<file path="src/design/tcfd_div_cell.sv">
`default_nettype none
// one restoring quotient bit per cell, payload rides alongside
module tcfd_div_cell #(
	parameter int NW = 52,
	parameter int QW = 18,
	parameter int PW = 8
) (
	input  wire logic          clk,
	input  wire logic          arst_n,
	input  wire logic          en,
	input  wire logic          vld_i,
	input  wire logic [NW-1:0] n_i,
	input  wire logic [NW-1:0] d_i,
	input  wire logic [QW-1:0] q_i,
	input  wire logic [PW-1:0] p_i,
	output logic               vld_o,
	output logic [NW-1:0]      n_o,
	output logic [NW-1:0]      d_o,
	output logic [QW-1:0]      q_o,
	output logic [PW-1:0]      p_o
);
	logic [NW-1:0] t;
	logic          ge;
	assign t  = {n_i[NW-2:0], 1'b0};
	assign ge = t >= d_i;

	always_ff @(posedge clk or negedge arst_n) begin
		if (!arst_n) begin
			vld_o <= 1'b0;
		end else if (en) begin
			vld_o <= vld_i;
		end
	end

	always_ff @(posedge clk) begin
		if (en) begin
			n_o <= ge ? t - d_i : t;
			d_o <= d_i;
			q_o <= {q_i[QW-2:0], ge};
			p_o <= p_i;
		end
	end
endmodule
`default_nettype wire

</file>
<file path="config.mk">
export PLATFORM = sky130hd
export DESIGN_NAME = tcfd_div_cell
export DESIGN_NICKNAME = d
export VERILOG_FILES = /design/src/design/tcfd_div_cell.sv
export SDC_FILE = /design/constraint.sdc
export NUM_CORES = 1
export LEC_CHECK = 0
export BUFFER_PORTS_ARGS = -buffer_cell sky130_fd_sc_hd__buf_2
export CORE_MARGIN = 2
export CORE_UTILIZATION = 51
export CTS_CLUSTER_DIAMETER = 80
export CTS_CLUSTER_SIZE = 8
export DETAILED_ROUTE_END_ITERATION = 16
export HOLD_SLACK_MARGIN = 0.12
export PLACE_DENSITY = 0.78
export SLEW_MARGIN = 20
export SYNTH_ARGS = -nofsm -noshare
export SYNTH_HDL_FRONTEND = slang
export SYNTH_SLANG_ARGS = --single-unit
</file>
<file path="constraint.sdc">
create_clock -name clk -period 0.9 [get_ports clk]
set_input_delay 0.045 -clock clk [delete_from_list [all_inputs] [get_ports clk]]
set_output_delay 0.045 -clock clk [all_outputs]
set_load 0.01 [all_outputs]
</file>
==> results, run 1 <==
- The cell row count is between 40 and 50.
- The number of max-slew violations in the final report was 0.
- Clock tree synthesis selected as its root buffer the cell sky130_fd_sc_hd__clkbuf_16.
- The worst register-to-register path has a setup slack of roughly 0.030 ns.
- The post-placement setup slack is -2.22 ns.
- The worst setup path is launched from an input port.
- The remaining global-route overflow is 0.
- The post-synthesis mux area share is 2.50%.
- The initial core utilization is a little over half.
- The number of global-route vias before repair is between 8000 and 9000.
- Setup violations remaining at the end of the flow were counted as roughly 180.
- Tracing the worst setup path back leads to its startpoint at n_i[0].
- The number of ports placed on the die boundary is between 200 and 300.
- Sorting the synthesized cells by how often they occur yields sky130_fd_sc_hd__edfxtp_1, sky130_fd_sc_hd__a21oi_1, sky130_fd_sc_hd__inv_1.
- Global routing used between 30% and 40% of the available tracks.
- The die covers 16000 µm².
- The count of warnings emitted by yosys is 0.
- The setup path with the least slack is of type input port to flop.
- After legalization and detailed placement, the total HPWL measured between 15000 and 20000 µm.
- The first detailed-routing pass ran for 8 iterations.
- The synthesized netlist devotes just over 9% of its cell area to simple gates.
- For this run, the post-layout net count is roughly 1500.
- The portion of synthesized cell area occupied by the leading cell type is 51.0%.
- Dividing the detail-routed wire length by the instance count gives 24.6 µm.
- Summing the areas of all fa, ha and maj instances in the mapped netlist gives 8.76% of the synthesized area.
- In this run the horizontal extent of the chip is ~130 µm.
- The first global-routing pass estimated between 40000 and 50000 µm of wire.
- The floorplan step set the die height to 127 µm.
- The clock period minus worst slack is roughly 2.8 ns.
- The sum of routed wire length over all layers is ~37000 µm.
- The multi-input combinational cells in the finished layout cover a total of about 3900 µm².
- The worst path uses 308% of the clock period.
- The clock net sink count is 131.
- In this run, post-CTS hold repair placed around 130 buffers.
- The total power of the final layout is between 20000 and 25000 µW.
- By area the synthesized netlist is led by sky130_fd_sc_hd__edfxtp_1, sky130_fd_sc_hd__ha_1, sky130_fd_sc_hd__a21oi_1.
- The share of cells above drive strength 1 is a little under half.
- After synthesis, the largest family of logic cells by area is compound AO/OA/AOI/OAI gates.
- The number of antenna violations at the first check in global routing is 2.
- Data arrives at the worst endpoint at around 3.0 ns.
- Setup repair after global routing could not meet its margin everywhere.
- The startpoint identified for the worst register-to-register timing path is vld_o.
- After detailed placement, the design holds a cell count of 1342.
- The count of cells along the worst register-to-register path is 2.
- After the first detailed-routing iteration, the DRC count stood at 1383.
- The number of port buffers is roughly 260.
- The worst setup path is captured at a flop.
- sky130_fd_sc_hd__edfxtp_1 is the most common cell in the netlist.
- The number of library cell types mapped by synthesis is 53.
- The mean cell area of the mapped netlist is around 11 µm².
- The critical path ends at n_o[49].
- Sequential elements use 51.3% of the synthesized area.
- The final route contains roughly 9400 vias.
- The clock passes through at most 2 buffers.
- The slew at the pin closest to its max-slew limit is ~0.64 ns.
- For the worst setup path, the data required time is between 1 and 1.5 ns.
- The layout overhead on the synthesized area is 74.9%.
- For this design the static power due to leakage is approximately 0.0062 µW.
- The dominant register cell in the synthesized netlist is sky130_fd_sc_hd__edfxtp_1.
- Clock tree synthesis inserted a total of 17 buffers.
- The register clock-pin slew on the reported worst setup and hold paths is about 0.07 ns.
- Using the TritonRoute via totals, the vias-per-cell ratio works out to just over 6.
- The number of enable flip-flop cells after synthesis is 130.
- The kind of path behind the tightest hold check is input port to flop.
- The total nets after synthesis is 899.
- The post-synthesis async set-or-reset flop share is 0.763%.
- The largest total area in the synthesized netlist belongs to sky130_fd_sc_hd__edfxtp_1.
- In the routed design, unresolved DRC markers number 0.
- The highest fanout seen on the critical path is 4.
- The depth of the CTS H-tree is 4.
- The tool flagged a number of max-cap violations equal to 0.
- The netlist area before placement is about 7700 µm².
- The register bit total from synthesis is 131.
- TritonCTS built the clock tree.
- The relative slew slack is about 57%.
- The worst hold slack is about 0.052 ns.
- After filler insertion, the fill cell instance count of the layout stands at roughly 530.
- Entering global routing, the biggest net connects 40 pins.
- Clock latency on the worst-skew pair, taken at its later pin, is roughly 0.44 ns.
- The flow ran to the end, but the final reports show violations.
- Excluding fillers, the count of instances in the completed layout stands at 1521.
- IR analysis of the VDD net gives a maximum drop of about 1.5 mV.
- The final reports fail on negative setup slack.
- After Yosys synthesis, XOR and XNOR cells account for 5.38% of the synthesized area.
- Power spread over the standard cell area amounts to 1700 nW/µm².
- The maximum clock skew at final layout is 0 ns.
- In this run the remaining antenna-violating nets after routing total 0.
- Across the whole layout, storage elements account for between 3000 and 4000 µm².
- Counting every instance in the synthesized netlist gives about 710.
- The end of the worst register-to-register path is vld_o.
- The count of final hold-check violations was 0.
- The core footprint is ~15000 µm².
- At the end of routability-driven placement, the weighted congestion stood at 0.900.
- The maximum frequency from static timing analysis is 0.361 GHz.
- Summing the areas of all compound-gate instances in the mapped netlist gives ~18% of the synthesized area.
- After layout, the worst setup slack is -1.87 ns.
critical path, cell delays in order:
cell and delay (ns):
sky130_fd_sc_hd__buf_8 0.10, sky130_fd_sc_hd__buf_4 0.13, sky130_fd_sc_hd__buf_4 0.13, sky130_fd_sc_hd__ha_1 0.28, sky130_fd_sc_hd__nor2b_1 0.25, sky130_fd_sc_hd__o2111ai_2 0.19
sky130_fd_sc_hd__nand2_1 0.18, sky130_fd_sc_hd__a41o_1 0.31, sky130_fd_sc_hd__o21ai_1 0.15, sky130_fd_sc_hd__a21oi_1 0.31, sky130_fd_sc_hd__o21ai_2 0.15, sky130_fd_sc_hd__o31ai_1 0.35
sky130_fd_sc_hd__xor2_1 0.12, sky130_fd_sc_hd__mux2_4 0.27
worst min path at each step:
stage	startpoint	slack (ns)	depth (start not counted)	end
4_1_cts	n_i[0]	-0.004	3	n_o[1]
5_1_grt	n_i[42]	0.05	3	n_o[43]
3_5_place_dp	arst_n	-0.18	1	vld_o
6_report	n_i[42]	0.05	3	n_o[43]
2_1_floorplan	arst_n	-0.25	0	vld_o
3_3_place_gp	arst_n	-0.17	1	vld_o
metal layers:
layer | vias to the layer above | GRT usage (%) | routed length [µm]
met5 | - | 0 | 16
met1 | 4354 | 41.6 | 11900
met2 | 922 | 68.5 | 18500
li1 | 3846 | - | -
met4 | 2 | 16.5 | 2850
met3 | 277 | 7.00 | 4140
repair_timing:
action                     CTS  global route
cloned                       0             5
setup buffers                1            13
hold endpoints to repair   138            10
pin swaps                    1             5
resized for setup           24           107
setup endpoints to repair  184           184
cell type report:
| cell class | instances | share of cell area (%) |
|---|---|---|
| flip-flops and latches | 131 | 29.3 |
| clock inverters | 15 | 1.17 |
| well taps | 184 | 1.72 |
| clock buffers | 17 | 3.18 |
| repair buffers | 614 | 33.8 |
| inverters | 67 | 1.90 |
| diodes | 1 | 0.0187 |
| multi-input cells | 492 | 28.9 |
registers in the layout (all words and copies together) (netlist names):
name / cells
n_o: 52
p_o: 8
d_o: 52
vld_o: 1
q_o: 18
power by group:
| part | total (µW) | leakage (µW) | switching (µW) | internal, µW |
|---|---|---|---|---|
| logic | 7760 | 0.00464 | 4070 | 3700 |
| clock network | 7270 | 0.000278 | 3340 | 3930 |
| registers | 7760 | 0.00128 | 258 | 7510 |
stage by stage:
| step | setup TNS (ns) | area (µm²) | util [%] |
|---|---|---|---|
| after global placement | -107.68 | 10800 | 74.0 |
| after CTS | -99.06 | 12700 | 87.3 |
| final | -106.87 | 13400 | 91.8 |
| after global routing | -115.02 | 13400 | 91.8 |
| after detailed placement | -111.75 | 10800 | 74.0 |
| after floorplan | -97.25 | 7750 | - |
logic make-up (layout without fill, tap and decap cells):
group | after synthesis | in the layout
xor+xnor | 47 | 47
flops | 131 | 131
fa+ha+maj | 53 | 53
other cells | 0 | 1
simple gates | 158 | 158
compound gates | 217 | 217
mux | 17 | 17
buf+inv | 89 | 713
cells in the final DEF, fill, tap and decap left out, drive strengths merged, types with 4 or more instances in the layout:
cell type    synthesis  layout
ha                  52      52
a31oi                8       8
nor2                57      57
xnor2               35      35
inv                 67      78
dlygate4sd3          0     127
nand3                9       9
xor2                12      12
buf                  6     484
o2111ai              4       4
o31ai                7       7
a21oi               94      94
clkbuf              16      20
nand2               50      50
mux2                17      17
a21o                24      24
nand4               10      10
nor2b                7       7
o21ai               31      31
o21bai              17      17
nor3                 5       5
a211oi               4       4
and3                 6       6
edfxtp             130     130
o21a                10      10
(Power assumes the default switching activity.)
==> inputs of run 2 (changes only) <==
==> constraint.sdc (replaced) <==
create_clock -name clk -period 2.97 [get_ports clk]
set_input_delay 0.1485 -clock clk [delete_from_list [all_inputs] [get_ports clk]]
set_output_delay 0.1485 -clock clk [all_outputs]
set_load 0.01 [all_outputs]
==> results, run 2 (synthesis results as in run 1) <==
- Counting I/O delays and the setup requirement, the final critical path takes slightly above 3 ns.
- The layout overhead on the synthesized area is 59.8%.
- The chip height is 127 µm (unchanged).
- The deepest clock path buffer count is 2 (unchanged).
- The clock net sink count was 131 (unchanged).
- The count of cells along the worst register-to-register path came to 1 (-1).
- The kind of path behind the tightest hold check is input port to flop.
- The clock power share is 34.9% (+3.0 points).
- The checks that failed: negative setup slack.
- The net total in the final layout was 1374 (-9.0%).
- The number of instances on the worst hold path is 3 (unchanged).
- The average routed wire per standard cell came to 19.6 µm (-20%).
- The worst path setup slack after routing is -0.0684 ns (+1.80 ns).
- The total track usage is 29.7% (-7.4 points).
- The library cell used as clock root buffer is sky130_fd_sc_hd__clkbuf_16.
- The leakage power of the design is 0.00552 µW (-11%).
- The placed standard-cell area is 9720 µm² (-9.9%).
- The initial core utilization is 52.5% (unchanged).
- Leaving out fill and tap cells, the most frequent cells in the layout are sky130_fd_sc_hd__buf_2, sky130_fd_sc_hd__edfxtp_1, sky130_fd_sc_hd__dlygate4sd3_1.
- The vias after detailed routing is 7769 (-17%).
- The sum of routed wire length over all layers is 27200 µm (-27%).
- The area of the multi-input gates was 3780 µm² (-2.4%).
- The register share of total power is 35.7% (+1.6 points).
- The endpoint kind of the worst setup timing path is a flop.
- The remaining global-route overflow is 0 (unchanged).
- The number of ports placed on the die boundary was 265 (unchanged).
- Derived from the worst setup path, the maximum achievable clock frequency is around 0.33 GHz.
- The count of final hold-check violations is 0 (unchanged).
- The capturing element of the worst setup path is n_o[46].
- The delay of the slowest critical-path stage was 0.53 ns (+0.18 ns).
- In this run the critical register-to-register path is captured at vld_o.
- The depth of the CTS H-tree is 4 (unchanged).
- Setup repair after global routing could not meet its margin everywhere.
- The slew at the pin closest to its max-slew limit is 0.851 ns (+0.215 ns).
- The cell row count is 44 (unchanged).
- The number of global-route vias before repair is 7476 (-15%).
- In the final layout, the registers with the most flip-flops are d_o x52, n_o x52, q_o x18.
- The share of cells above drive strength 1 was 39.3% (-6.8 points).
- The maximum clock skew at final layout came to 0 ns (unchanged).
- The signal on the critical path passes through dlygate4sd3_1, buf_2, ha_4, a21oi_1, inv_1, a31oi_1, o21ai_1, buf_4, a31oi_4, o21ai_4, o41ai_4, o41ai_4, buf_6, clkbuf_16, buf_4, nor2_2, a21oi_1.
- The internal power of the cells came to 4600 µW (-70%).
- The total power divided by cell area is 535 nW/µm² (-69%).
- The CTS tree is yes.
- STA classifies the critical path startpoint as an input port.
- The required time at the worst-slack endpoint is 3.14 ns (+2.04 ns).
- The weighted congestion reported at the end of routability-driven placement is 0.849 (-5.6%).
- The number of vias per cell is 5.61 (-9.3%).
- The number of routed nets with antenna violations is 0 (unchanged).
- The library cell used most frequently in the layout, excluding fill and tap cells, is sky130_fd_sc_hd__buf_2.
- The worst hold slack is 0.108 ns (+0.0560 ns).
- The share of total power in combinational logic was 29.4% (-4.6 points).
- The die width is 127 µm (unchanged).
- The number of port buffers is 262 (unchanged).
- The HPWL after detailed placement is 15900 µm (-11%).
- The launch instance of the worst register-to-register path is vld_o.
- The final cell area excluding filler cells is 12200 µm² (-8.6%).
- In this run the most critical hold path is launched from n_i[18].
- The final-layout fill cell count is 763 (+45%).
- The worst path uses 102% of the clock period.
- The register clock-pin slew on the reported worst setup and hold paths came to 0.06 ns (about the same).
- The power dissipated by switching net loads is 1940 µW (-75%).
- The first-pass GRT wire length came to 37500 µm (-19%).
- The number of DRC markers in iteration 0 is 626 (-55%).
- The total area of sequential cells is 3930 µm² (unchanged).
- On the critical path, the stage with the largest delay is an instance of sky130_fd_sc_hd__dlygate4sd3_1.
- The worst IR drop on VDD is 0.392 mV (-73%).
- The pin count of the biggest net entering global routing is 90 (+130%).
- The setup slack of the most critical reg-to-reg path is 2.21 ns (+2.18 ns).
- The start point of the critical path is n_i[19].
- The number of antenna violations at the first check in global routing is 1 (-1).
- The core footprint is 14600 µm² (unchanged).
- The final number of setup-violating endpoints is 40 (-78%).
- The startpoint-to-endpoint class of the critical path is input port to flop.
- The run finished, with violations left.
- The die area was 16000 µm² (unchanged).
- The switching share of total power is 29.6% (-4.0 points).
- The total of max-cap violations is 0 (unchanged).
- The worst-skew pair later-pin latency was 0.42 ns (-0.02 ns).
- The number of max-slew violations in the final report was 0 (unchanged).
- The worst path arrival time is 3.21 ns (+0.24 ns).
- The number of iterations in the first detailed-routing pass is 5 (-3).
- The post-placement setup slack is -0.298 ns (+1.92 ns).
- The relative slew slack is 43.3% (-14 points).
- The number of buffers inserted during clock tree synthesis is 17 (unchanged).
- The highest fanout seen on the critical path was 6 (+2).
- The total DRC errors in the routed layout is 0 (unchanged).
==> run 2: changes by cell type in the layout (fill, tap and decap cells not counted), moves of 3 or more <==
| cell | change |
|---|---|
| sky130_fd_sc_hd__buf_12 | -5 |
| sky130_fd_sc_hd__clkinv_2 | +3 |
| sky130_fd_sc_hd__buf_6 | -6 |
| sky130_fd_sc_hd__buf_2 | +6 |
| sky130_fd_sc_hd__buf_4 | -130 |
| sky130_fd_sc_hd__inv_6 | -4 |
| sky130_fd_sc_hd__nor2_1 | +4 |
| sky130_fd_sc_hd__bufinv_16 | +3 |
| sky130_fd_sc_hd__nor2_2 | +5 |
| sky130_fd_sc_hd__inv_8 | -3 |
| sky130_fd_sc_hd__nor2_4 | -9 |
==> run 2: power groups by stage <==
stage / Combinational [µW] / Sequential (µW) / Clock [µW]
floorplan: 730 / 2470 / 0
CTS: 1630 / 2330 / 2260
finish: 1930 / 2340 / 2280
global route: 2050 / 2350 / 2370
global placement: 1450 / 2360 / 0
detailed placement: 1480 / 2360 / 0
==> run 2: timing repair <==
item | 4_1_cts | 5_1_grt
gates resized for setup | 0 | 115
endpoints found under the setup margin | 0 | 47
hold buffers | 125 | 0
buffers inserted | 0 | 12
endpoints found under the hold margin | 124 | 0
==> run 2: worst min-delay path by stage <==
| stage | endpoint | slack, ns |
|---|---|---|
| 3_3_place_gp | vld_o | -0.08 |
| 2_1_floorplan | vld_o | -0.15 |
| 4_1_cts | n_o[48] | 0.12 |
| 3_5_place_dp | vld_o | -0.07 |
| 6_report | n_o[19] | 0.11 |
| 5_1_grt | n_o[19] | 0.13 |
==> run 2: area by class of cell <==
| type | instances | area share, % |
|---|---|---|
| Antenna cell | 2 | 0.0409 |
| Clock buffer | 17 | 3.48 |
| Inverter | 67 | 2.08 |
| Tap cell | 184 | 1.88 |
| Multi-Input combinational cell | 492 | 30.9 |
| Clock inverter | 15 | 1.65 |
| Sequential cell | 131 | 32.1 |
| Timing Repair Buffer | 478 | 27.9 |
==> run 2: critical path: cells and delay by family <==
kind,cells,cell delay (ns)
AO/OA/AOI/OAI,8,1.35
adder cells (fa/ha/maj),1,0.18
buffers and inverters,7,1.43
AND/OR/NAND/NOR,1,0.09
==> run 2: metal layers <==
metal	GRT usage (%)	up-vias	part of all wire (%)	wire, µm
met4	11.9	0	3.6	966
met3	6.20	83	7.8	2110
met1	33.9	3689	36	9860
met5	0	-	0	0
met2	54.2	425	52	14200
li1	-	3572	-	-
==> run 2: per-stage QoR <==
stage	total power [µW]	instances	util [%]	TNS [ns]
2_1_floorplan	3200	712	-	-0.0264
3_3_place_gp	3810	1213	66.6	-7.64
3_5_place_dp	3840	1213	66.6	-11.86
6_report	6540	1386	83.9	-1.50
5_1_grt	6770	1385	83.9	-7.11
4_1_cts	6210	1370	79.5	0
